`src/sv/rar_pkg.sv`:
```
// ============================================================================
// rar_pkg: shared types and constants for the rational arithmetic block
// Holds the operation codes and the fixed result field widths.
// ============================================================================
package rar_pkg;

    localparam int RES_NUM_W = 34;
    localparam int RES_DEN_W = 33;

    localparam logic [2:0] OP_ADD = 3'd0;
    localparam logic [2:0] OP_SUB = 3'd1;
    localparam logic [2:0] OP_MUL = 3'd2;
    localparam logic [2:0] OP_DIV = 3'd3;

    // Operation of the shared divider.
    typedef struct packed {
        logic start;
    } t_div_ctl;

endpackage

```
`src/sv/rar_divu.sv`:
```
// ============================================================================
// rar_divu: iterative unsigned divider
// Restoring division, one quotient bit per cycle; gives quotient and remainder.
// ============================================================================
module rar_divu import rar_pkg::*; #(
    parameter int W = 66
) (
    input  logic         i_clk,
    input  logic         i_rst_n,
    input  t_div_ctl     i_ctl,
    input  logic [W-1:0] i_dividend,
    input  logic [W-1:0] i_divisor,
    output logic         o_done,
    output logic [W-1:0] o_quot,
    output logic [W-1:0] o_rem
);
    localparam int CW = $clog2(W + 1);

    logic [W-1:0]  r_q;
    logic [W-1:0]  r_r;
    logic [W-1:0]  r_d;
    logic [CW-1:0] r_cnt;
    logic          r_busy;
    logic          r_done;
    logic [W:0]    n_trial;

    assign n_trial = {r_r, r_q[W-1]} - {1'b0, r_d};

    always_ff @(posedge i_clk) begin
        if (!i_rst_n) begin
            r_busy <= 1'b0;
            r_done <= 1'b0;
            r_cnt  <= '0;
        end else begin
            r_done <= 1'b0;
            if (i_ctl.start) begin
                r_busy <= 1'b1;
                r_q    <= i_dividend;
                r_r    <= '0;
                r_d    <= i_divisor;
                r_cnt  <= CW'(W);
            end else if (r_busy) begin
                if (n_trial[W]) begin
                    r_r <= {r_r[W-2:0], r_q[W-1]};
                    r_q <= {r_q[W-2:0], 1'b0};
                end else begin
                    r_r <= n_trial[W-1:0];
                    r_q <= {r_q[W-2:0], 1'b1};
                end
                r_cnt <= r_cnt - 1'b1;
                if (r_cnt == CW'(1)) begin
                    r_busy <= 1'b0;
                    r_done <= 1'b1;
                end
            end
        end
    end

    assign o_done = r_done;
    assign o_quot = r_q;
    assign o_rem  = r_r;
endmodule

```
`src/sv/rational_arith_reduce.sv`:
```
// ============================================================================
// rational_arith_reduce: exact fraction arithmetic with GCD reduction
// Forms the result fraction from operand products, reduces it by Euclid's algorithm and
// returns a signed numerator over a positive denominator.
// ============================================================================
//  Channel | Direction | Handshake          | Payload
//  request | in        | i_valid / o_ready  | i_req_type, i_a_num, i_a_den, i_b_num, i_b_den
//  result  | out       | o_valid / i_ready  | o_res_num, o_res_den, o_div_error
//
// One request at a time. The products are formed on a single shared
// multiplier, one product per cycle. Euclid's algorithm then runs on the
// shared bit-serial divider, one remainder per division, followed by two
// exact divisions of the numerator and denominator by the GCD. A zero
// numerator or denominator skips the divider. Reset is synchronous and
// active low and empties the block. A held result sits in the output register
// while the next request is worked on; that request then waits at the end
// until the result side takes the first.
module rational_arith_reduce import rar_pkg::*; #(
    parameter int OPERAND_WIDTH = 16
) (
    input  logic                        i_clk,
    input  logic                        i_rst_n,
    input  logic                        i_valid,
    output logic                        o_ready,
    input  logic [2:0]                  i_req_type,
    input  logic signed [OPERAND_WIDTH-1:0] i_a_num,
    input  logic signed [OPERAND_WIDTH-1:0] i_a_den,
    input  logic signed [OPERAND_WIDTH-1:0] i_b_num,
    input  logic signed [OPERAND_WIDTH-1:0] i_b_den,
    output logic                        o_valid,
    input  logic                        i_ready,
    output logic signed [RES_NUM_W-1:0] o_res_num,
    output logic [RES_DEN_W-1:0]        o_res_den,
    output logic                        o_div_error
);
    localparam int OW = OPERAND_WIDTH;
    localparam int PW = 2 * OW;          // product magnitude width
    localparam int MW = PW + 1;          // sum magnitude width
    localparam int DW = MW + 1;          // divider width, keeps a headroom bit

    typedef enum logic [9:0] {
        S_IDLE  = 10'b0000000001,
        S_MUL0  = 10'b0000000010,
        S_MUL1  = 10'b0000000100,
        S_MUL2  = 10'b0000001000,
        S_SUM   = 10'b0000010000,
        S_GCD   = 10'b0000100000,
        S_GWAIT = 10'b0001000000,
        S_DIVN  = 10'b0010000000,
        S_DIVD  = 10'b0100000000,
        S_OUT   = 10'b1000000000
    } t_state;

    t_state r_state;

    // Operand signs and magnitudes.
    logic [2:0]    r_op;
    logic          r_sa, r_sad, r_sb, r_sbd;
    logic [OW-1:0] r_ma, r_mad, r_mb, r_mbd;
    logic [PW-1:0] r_p0, r_p1, r_p2;
    logic          r_nneg, r_dneg;
    logic [MW-1:0] r_nm, r_dm;
    logic [MW-1:0] r_x, r_y, r_g;
    logic [MW-1:0] r_qn;
    logic          r_valid;
    logic signed [RES_NUM_W-1:0] r_res_num;
    logic [RES_DEN_W-1:0]        r_res_den;
    logic          r_err;
    logic signed [RES_NUM_W-1:0] r_out_num;
    logic [RES_DEN_W-1:0]        r_out_den;
    logic          r_out_err;

    function automatic logic [OW-1:0] mag(input logic [OW-1:0] v);
        return v[OW-1] ? (~v + 1'b1) : v;
    endfunction

    // Shared multiplier: operands selected by state.
    logic [OW-1:0] n_ma, n_mb;
    logic [PW-1:0] n_prod;
    always_comb begin
        unique case (r_state)
            S_MUL0:  begin n_ma = r_ma;  n_mb = (r_op == OP_MUL) ? r_mb : r_mbd; end
            S_MUL1:  begin n_ma = r_mad; n_mb = (r_op == OP_DIV) ? r_mb : r_mbd; end
            default: begin n_ma = r_mad; n_mb = r_mb; end
        endcase
    end
    assign n_prod = PW'(n_ma) * PW'(n_mb);

    // Shared divider. Each new division starts in the cycle the previous one
    // reports done, so Euclid's steps run back to back.
    t_div_ctl      n_ctl;
    logic [DW-1:0] n_dvd, n_dvs, w_quot, w_rem;
    logic          w_done;

    always_comb begin
        n_ctl.start = 1'b0;
        n_dvd = {1'b0, r_x};
        n_dvs = {1'b0, r_y};
        case (r_state)
            S_GCD: begin
                if (r_dm != '0 && r_nm != '0) begin
                    n_ctl.start = 1'b1;
                    n_dvd = {1'b0, r_nm};
                    n_dvs = {1'b0, r_dm};
                end
            end
            S_GWAIT: begin
                if (w_done) begin
                    n_ctl.start = 1'b1;
                    if (w_rem[MW-1:0] == '0) begin
                        n_dvd = {1'b0, r_nm};
                        n_dvs = {1'b0, r_y};
                    end else begin
                        n_dvd = {1'b0, r_y};
                        n_dvs = {1'b0, w_rem[MW-1:0]};
                    end
                end
            end
            S_DIVN: begin
                if (w_done) begin
                    n_ctl.start = 1'b1;
                    n_dvd = {1'b0, r_dm};
                    n_dvs = {1'b0, r_g};
                end
            end
            default: ;
        endcase
    end

    rar_divu #(.W(DW)) u_div (
        .i_clk      (i_clk),
        .i_rst_n    (i_rst_n),
        .i_ctl      (n_ctl),
        .i_dividend (n_dvd),
        .i_divisor  (n_dvs),
        .o_done     (w_done),
        .o_quot     (w_quot),
        .o_rem      (w_rem)
    );

    // Signed sum of the two cross products an*bd and ad*bn.
    logic          n_bneg, n_fneg;
    logic [MW-1:0] n_sum;
    logic          n_sneg;
    always_comb begin
        n_fneg = (r_sa != r_sbd) && (r_p0 != '0);
        n_bneg = ((r_sad != r_sb) && (r_p2 != '0)) ^ ((r_op == OP_SUB) && (r_p2 != '0));
        if (n_fneg == n_bneg) begin
            n_sum  = MW'(r_p0) + MW'(r_p2);
            n_sneg = n_fneg;
        end else if (r_p0 >= r_p2) begin
            n_sum  = MW'(r_p0 - r_p2);
            n_sneg = n_fneg;
        end else begin
            n_sum  = MW'(r_p2 - r_p0);
            n_sneg = n_bneg;
        end
        if (n_sum == '0) n_sneg = 1'b0;
    end

    always_ff @(posedge i_clk) begin
        if (!i_rst_n) begin
            r_state <= S_IDLE;
            r_valid <= 1'b0;
        end else begin
            if (r_valid && i_ready) r_valid <= 1'b0;
            unique case (r_state)
                S_IDLE: begin
                    if (i_valid) begin
                        r_op  <= i_req_type;
                        r_sa  <= i_a_num[OW-1];
                        r_sad <= i_a_den[OW-1];
                        r_sb  <= i_b_num[OW-1];
                        r_sbd <= i_b_den[OW-1];
                        r_ma  <= mag(i_a_num);
                        r_mad <= mag(i_a_den);
                        r_mb  <= mag(i_b_num);
                        r_mbd <= mag(i_b_den);
                        r_state <= S_MUL0;
                    end
                end
                S_MUL0: begin r_p0 <= n_prod; r_state <= S_MUL1; end
                S_MUL1: begin r_p1 <= n_prod; r_state <= S_MUL2; end
                S_MUL2: begin r_p2 <= n_prod; r_state <= S_SUM; end
                S_SUM: begin
                    // r_p0: an*bd (an*bn for multiply), r_p1: ad*bd (ad*bn for
                    // divide), r_p2: ad*bn
                    case (r_op)
                        OP_ADD, OP_SUB: begin
                            r_nm <= n_sum; r_nneg <= n_sneg;
                            r_dm <= MW'(r_p1);
                            r_dneg <= r_sad != r_sbd;
                        end
                        OP_MUL: begin
                            r_nm <= MW'(r_p0); r_nneg <= r_sa != r_sb;
                            r_dm <= MW'(r_p1); r_dneg <= r_sad != r_sbd;
                        end
                        OP_DIV: begin
                            r_nm <= MW'(r_p0); r_nneg <= r_sa != r_sbd;
                            r_dm <= MW'(r_p1); r_dneg <= r_sad != r_sb;
                        end
                        default: begin
                            r_nm <= MW'(r_ma); r_nneg <= r_sa;
                            r_dm <= MW'(r_mad); r_dneg <= r_sad;
                        end
                    endcase
                    r_state <= S_GCD;
                end
                S_GCD: begin
                    if (r_dm == '0) begin
                        r_res_num <= '0; r_res_den <= RES_DEN_W'(1); r_err <= 1'b1;
                        r_state <= S_OUT;
                    end else if (r_nm == '0) begin
                        r_res_num <= '0; r_res_den <= RES_DEN_W'(1); r_err <= 1'b0;
                        r_state <= S_OUT;
                    end else begin
                        // The first remainder step starts in this cycle.
                        r_x <= r_nm; r_y <= r_dm;
                        r_state <= S_GWAIT;
                    end
                end
                S_GWAIT: begin
                    if (w_done) begin
                        if (w_rem[MW-1:0] == '0) begin
                            r_g <= r_y;
                            r_state <= S_DIVN;
                        end else begin
                            r_x <= r_y;
                            r_y <= w_rem[MW-1:0];
                        end
                    end
                end
                S_DIVN: begin
                    if (w_done) begin
                        r_qn <= w_quot[MW-1:0];
                        r_state <= S_DIVD;
                    end
                end
                S_DIVD: begin
                    if (w_done) begin
                        r_res_num <= (r_nneg != r_dneg) ? (~RES_NUM_W'(r_qn) + 1'b1)
                                                         : RES_NUM_W'(r_qn);
                        r_res_den <= RES_DEN_W'(w_quot[MW-1:0]);
                        r_err <= 1'b0;
                        r_state <= S_OUT;
                    end
                end
                S_OUT: begin
                    if (!r_valid) begin
                        r_valid   <= 1'b1;
                        r_out_num <= r_res_num;
                        r_out_den <= r_res_den;
                        r_out_err <= r_err;
                        r_state   <= S_IDLE;
                    end
                end
                default: r_state <= S_IDLE;
            endcase
        end
    end

    assign o_ready     = (r_state == S_IDLE);
    assign o_valid     = r_valid;
    assign o_res_num   = r_out_num;
    assign o_res_den   = r_out_den;
    assign o_div_error = r_out_err;
endmodule

```
`config.mk`:
```
export PLATFORM = sky130hd
export DESIGN_NAME = rational_arith_reduce
export DESIGN_NICKNAME = d
export VERILOG_FILES = /design/src/sv/rar_pkg.sv /design/src/sv/rar_divu.sv /design/src/sv/rational_arith_reduce.sv
export SDC_FILE = /design/constraint.sdc
export NUM_CORES = 2
export LEC_CHECK = 0
export BUFFER_PORTS_ARGS = -buffer_cell sky130_fd_sc_hd__buf_2
export CELL_PAD_IN_SITES_DETAIL_PLACEMENT = 1
export CELL_PAD_IN_SITES_GLOBAL_PLACEMENT = 1
export CORE_UTILIZATION = 55
export DETAILED_ROUTE_END_ITERATION = 12
export GPL_TIMING_DRIVEN = 0
export PLACE_DENSITY_LB_ADDON = 0.1
export SYNTH_ARGS = -nofsm -noshare
export SYNTH_HDL_FRONTEND = slang
export SYNTH_SLANG_ARGS = --single-unit
```
`constraint.sdc`:
```
create_clock -name i_clk -period 18.8 [get_ports i_clk]
set_input_delay 2.82 -clock i_clk [delete_from_list [all_inputs] [get_ports i_clk]]
set_output_delay 2.82 -clock i_clk [all_outputs]
set_load 0.02 [all_outputs]
```
# Word level (Yosys, flattened, before mapping)
# Index checks and enable logic that the tools add are counted.
# classes
n_addsub,10
bitwise_logic,9
eq_ne,30
mul,1
muxes,76
magnitude_cmp,1
n_reduce_logical,37
# ops
cell,n
$mux 33,21
$mux 34,8
$pmux 33 s2,4
$pmux 33 s3,2
$logic_not 33->1,4
$pmux 10 s10,1
$mux 10,8
$pmux 34 s2,1
$reduce_bool 33->1,2
$sub 32x32->33,2
$add 16x1->16 const B,4
$mux 16,4
$not 16->16,4
$reduce_bool 32->1,2
$mux 15,4
$sub 35x34->35,1
$add 34x1->34 const B,1
$not 33->34,1
$add 32x32->33,1
$ge 32x32->1,1
$mul 16x16->32,1
$pmux 16 s2,1
$mux 1,16
$mux 6,2
other kinds (33),68
# word_totals
input_bits,71
reg_bits,624

# Depth between registers and ports, before layout
# logic_depth
ltp_word,8
ltp_mapped,37

# Cells and area by module
# Synthesis repeated with hierarchy kept, for this count alone.
# hier_totals
hier_cells,4271
area_unflattened_um2,42902.4
# modules_own_cells
mod,area_per_inst_um2,instances,cells_each
rational_arith_reduce,36648.9,1,3729
rar_divu,6253.5,1,542

# Worst setup path after synthesis
# OpenSTA, ideal clock, no wires.
# synth_path
kind,flip-flop to flip-flop
start,reg r_state[4]
end,"reg r_p0[31], data pin"
synth_period_minus_slack_ps,9249
arrival_time_ps,8981
t_required_ps,18532
path_buffers,4
stages_incl_launch_ff,36
slack_ps,9551
cell_sequence,dfxtp_1 > or2_2 > or4_1 > or3_1 > clkbuf_1 > nor3_1 > nand2b_1 > buf_2 > o21ai_1 > clkbuf_1 > a21oi_1 > clkbuf_1 > nor2_1 > fa_1 > inv_1 > fa_1 > fa_1 > inv_1 > fa_1 > fa_1 > inv_1 > fa_1 > inv_1 > ha_1 > a21o_1 > a221o_1 > a21oi_1 > nor2b_1 > o31ai_1 > a21oi_1 > a211oi_1 > o21ai_0 > and4_1 > a2111oi_0 > a21oi_1 > xnor2_1
# synth_between
elab_chain_cells,3
word_cells_on_any_way,5
# synth_rtl
element,line,rtl
"start, declared",rational_arith_reduce.sv:54,t_state r_state;
"start signal, assigned",rational_arith_reduce.sv:163,r_state <= S_IDLE;
"start signal, assigned",rational_arith_reduce.sv:179,r_state <= S_MUL0;
"start signal, assigned",rational_arith_reduce.sv:182,S_MUL0: begin r_p0 <= n_prod; r_state <= S_MUL1; end
$eq 10x3->1 / $eq 10x2->1 (equally long branches),rational_arith_reduce.sv:81,unique case (r_state)
$pmux 16 s2 / $mux 16 (equally long branches),rational_arith_reduce.sv:81,
$mul 16x16->32 (*),rational_arith_reduce.sv:87,assign n_prod = PW'(n_ma) * PW'(n_mb);
net n_prod[31],rational_arith_reduce.sv:79,logic [PW-1:0] n_prod;
"end signal, assigned",rational_arith_reduce.sv:182,
"end, declared",rational_arith_reduce.sv:60,"logic [PW-1:0] r_p0, r_p1, r_p2;"
# The timed path passes the listed nets; every way through them passes the cells marked *.
# A chain may end at the register's enable or synchronous reset.

# Final worst setup path
# layout_path
start,reg r_state[5]
end,"reg r_p2[31], data pin"
# layout_between
elab_chain_cells,3
word_cells_on_any_way,5
# layout_rtl
element,line,rtl
$eq 10x3->1 / $eq 10x2->1 (equally long branches),rational_arith_reduce.sv:81,
$pmux 16 s2 / $mux 16 (equally long branches),rational_arith_reduce.sv:81,
$mul 16x16->32 (*),rational_arith_reduce.sv:87,
net n_prod[31],rational_arith_reduce.sv:79,
"end signal, assigned",rational_arith_reduce.sv:184,S_MUL2: begin r_p2 <= n_prod; r_state <= S_SUM; end
"end, declared",rational_arith_reduce.sv:60,
# Marks and branches as above.

==> results.md <==
* Status: finished clean
* Power Density at 175 nW/um^2
* Number of antenna violations at the first check in global routing at 6
* Fmax at 78.2 MHz
* Vias per std cell at roughly 6.5
* Worst-path fanout max at 10
* Max_cap viols at 0
* CP most frequent cell: fa_1
* Hold Crit Class: register to register
* Rows at between 90 and 100
* Buffers added on ports at between 100 and 150
* Count of cell types in the netlist at roughly 90
* Startpoint types: register
* Post-synth top flop: edfxtp_1
* Mapped Nets at 4,390
* Initial Utilization at 0.558
* Syn Std Cell Area at 40,100 sq um
* Crit share post-route at 0.680
* WL/cell at roughly 29 um
* Die Span Y at 272 um
* Skew-Pair Late Insertion Delay at about 0.64 ns
* Hold Path Stages at 0
* Nets at about 4,600
* CTS tree: done
* Layout cells sized above 1 at 0.0943
* Pin count of the biggest net entering global routing at between 70 and 80
* Synthesis-stage register bit count at 590
* Maximum clock insertion buffer count at 3
* Root Driver: clkbuf_16
* Final setup vio count at 0
* Peak VDD IR at 0.000484 V
* Syn Area/Cell at between 10 and 15 sq um
* Clock transition at path regs at ~0.06 ns
* Vias in the first global route at 34,700
* Clock Skews at 0.0484 ns
* Asr flop ratio synth at 0
* Post-DP HPWL at roughly 110 mm
* Worst EP required at approximately 19 ns
* Setup tns final at 0 ns
* Fill cell count at between 7,000 and 8,000
* Final Hold Fails at 0
* P&R area growth vs syn at 11.5%
* Total track usage at 0.404
* Post-route DRC at 0
* Drt total wl at 150 mm
* Iteration-0 DRC Markers at 3,802
* Post-synth EDFFs at 571
* IO Pins at ~140
* Fin util at 0.622
* # Post-CTS Setup Buffers at 0
* Shortest period the worst path allows at 12.79 ns
* CP Capture Type: register
* TritonCTS buffer count at 66
* Post-Syn Instances at 3,881
* Relative slew slack at 0.0517
* Routed via count at around 33,000
* Most frequent cells in the layout: edfxtp_1, nand2_1, inv_1
* Antenna violation net count after detailed routing at 0
* # H-tree levels at 3
* CP max stage delay at 0.85 ns
* Crit path kind: register to register
* Slew Limit Fails at 0
* Die footprint at roughly 74,000 sq um
* Worst-margin pin slew at 1.41 ns
* Path depth of the worst reg2reg path at 35
* Critical Path AT at 13.15 ns
* First-pass GRT wire length at around 220 mm
* Sink Count at a little under 600
* CP max stage cell: a21oi_1
* Pleak at 18.2 nW
* Cts hold-fix bufs at 0
* Unrepaired setup endpoints after global routing: false
* Initial DRT Pass Iterations at 12
* Yosys Warn Count at 0
* GR Overflow Total at 0
* Register area share after synthesis at 0.437
* Commonest non-fill, non-tap cell in the layout: edfxtp_1
* Core Area at 71,900 sq um
* Post-cts resize count at 0
* Final Wtd Congestion at roughly 0.95
* Chip width at about 270 um
## metal layers
layer | GRT usage | wire (um) | vias up
met5 | 0 | 23 | -
met4 | 0.222 | 9430 | 4
met3 | 0.0681 | 12800 | 546
met2 | 0.670 | 71300 | 1916
met1 | 0.504 | 56200 | 16900
li1 | - | - | 14100
## cells by family (layout without fill, tap and decap cells)
logic type	Yosys count	in the layout	share of synthesized area
buffers and inverters	536	824	0.0518
and+or+nand+nor	1306	1306	0.149
xor gates and xnor gates	176	176	0.0386
AOI/OAI and AO/OA	703	703	0.116
adders and majority gates	438	438	0.174
DFF	590	590	0.437
muxes	132	132	0.0346
other	0	3	0
## cell type report
cell class	count	area, sq um	share of cell area
Inverter	388	1460	0.0326
Antenna cell	3	7.51	0.000168
Tap cell	950	1190	0.0266
Sequential cell	590	17500	0.392
Multi-Input combinational cell	2755	20600	0.460
Clock buffer	80	1740	0.0390
Clock inverter	39	510	0.0114
Timing Repair Buffer	169	1070	0.0239
Buffer	148	622	0.0139
## path summary, 6_finish.rpt
kind / start / endpoint / slack, ns
setup / recovery: r_state[5] / r_p2[31] / 6.01
hold / removal: r_res_den[10] / o_res_den[10] / 0.42
hold reg to reg: r_res_den[10] / o_res_den[10] / 0.42
setup reg to reg: r_state[5] / r_p2[31] / 6.01
## state kept, by name (all words and copies together), names as in the netlist, 3 cells and up
name and count:
o_res_den 33, o_res_num 34, r_dm 32, r_g 33, r_ma 16, r_mad 16, r_mb 16, r_mbd 16
r_nm 33, r_op 3, r_p0 32, r_p1 32, r_p2 32, r_qn 33, r_res_den 33, r_res_num 34
r_state 10, r_y 33, u_div.o_quot 34, u_div.o_rem 34, u_div.r_cnt 6, u_div.r_d 33
## report_power, final
group	internal (W)	switching, W	total (W)
registers	0.00194	0.0000396	0.00198
logic	0.00136	0.00314	0.00450
clock network	0.000760	0.000600	0.00136
total	0.00407	0.00378	0.00785
## critical path: cells and delay by family (launching register included)
kind | cells | cell delay, ns
adders and majority gates | 7 | 3.44
and+or+nand+nor | 9 | 2.81
buffers and inverters | 8 | 1.49
xor gates and xnor gates | 1 | 0.52
AOI/OAI and AO/OA | 10 | 3.83
DFF | 1 | 0.39
## metrics by stage
step                      area [sq um]  hold slack, ns  setup slack (ns)  power (W)  std cells
after floorplan                  40100           0.400              9.55    0.00445       3881
after global placement           42000           0.401              6.88    0.00602       4970
after detailed placement         42400           0.405              6.44    0.00625       4999
after CTS                        44700           0.424              6.33    0.00772       5118
after global routing             44700           0.424              5.56    0.00814       5119
final                            44700           0.422              6.01    0.00785       5122
## cell usage after synthesis, types with 67 or more instances
cell type | instances | share of area
nor2_1 | 362 | 0.034
nor3_1 | 67 | 0.0084
a21oi_1 | 198 | 0.025
xnor2_1 | 131 | 0.029
o21ai_0 | 140 | 0.017
clkbuf_1 | 101 | 0.0095
inv_1 | 385 | 0.036
nand2_1 | 497 | 0.047
fa_1 | 198 | 0.099
mux2i_1 | 79 | 0.020
edfxtp_1 | 571 | 0.43
ha_1 | 240 | 0.075
Note: power is estimated with default switching activity, not from simulation.
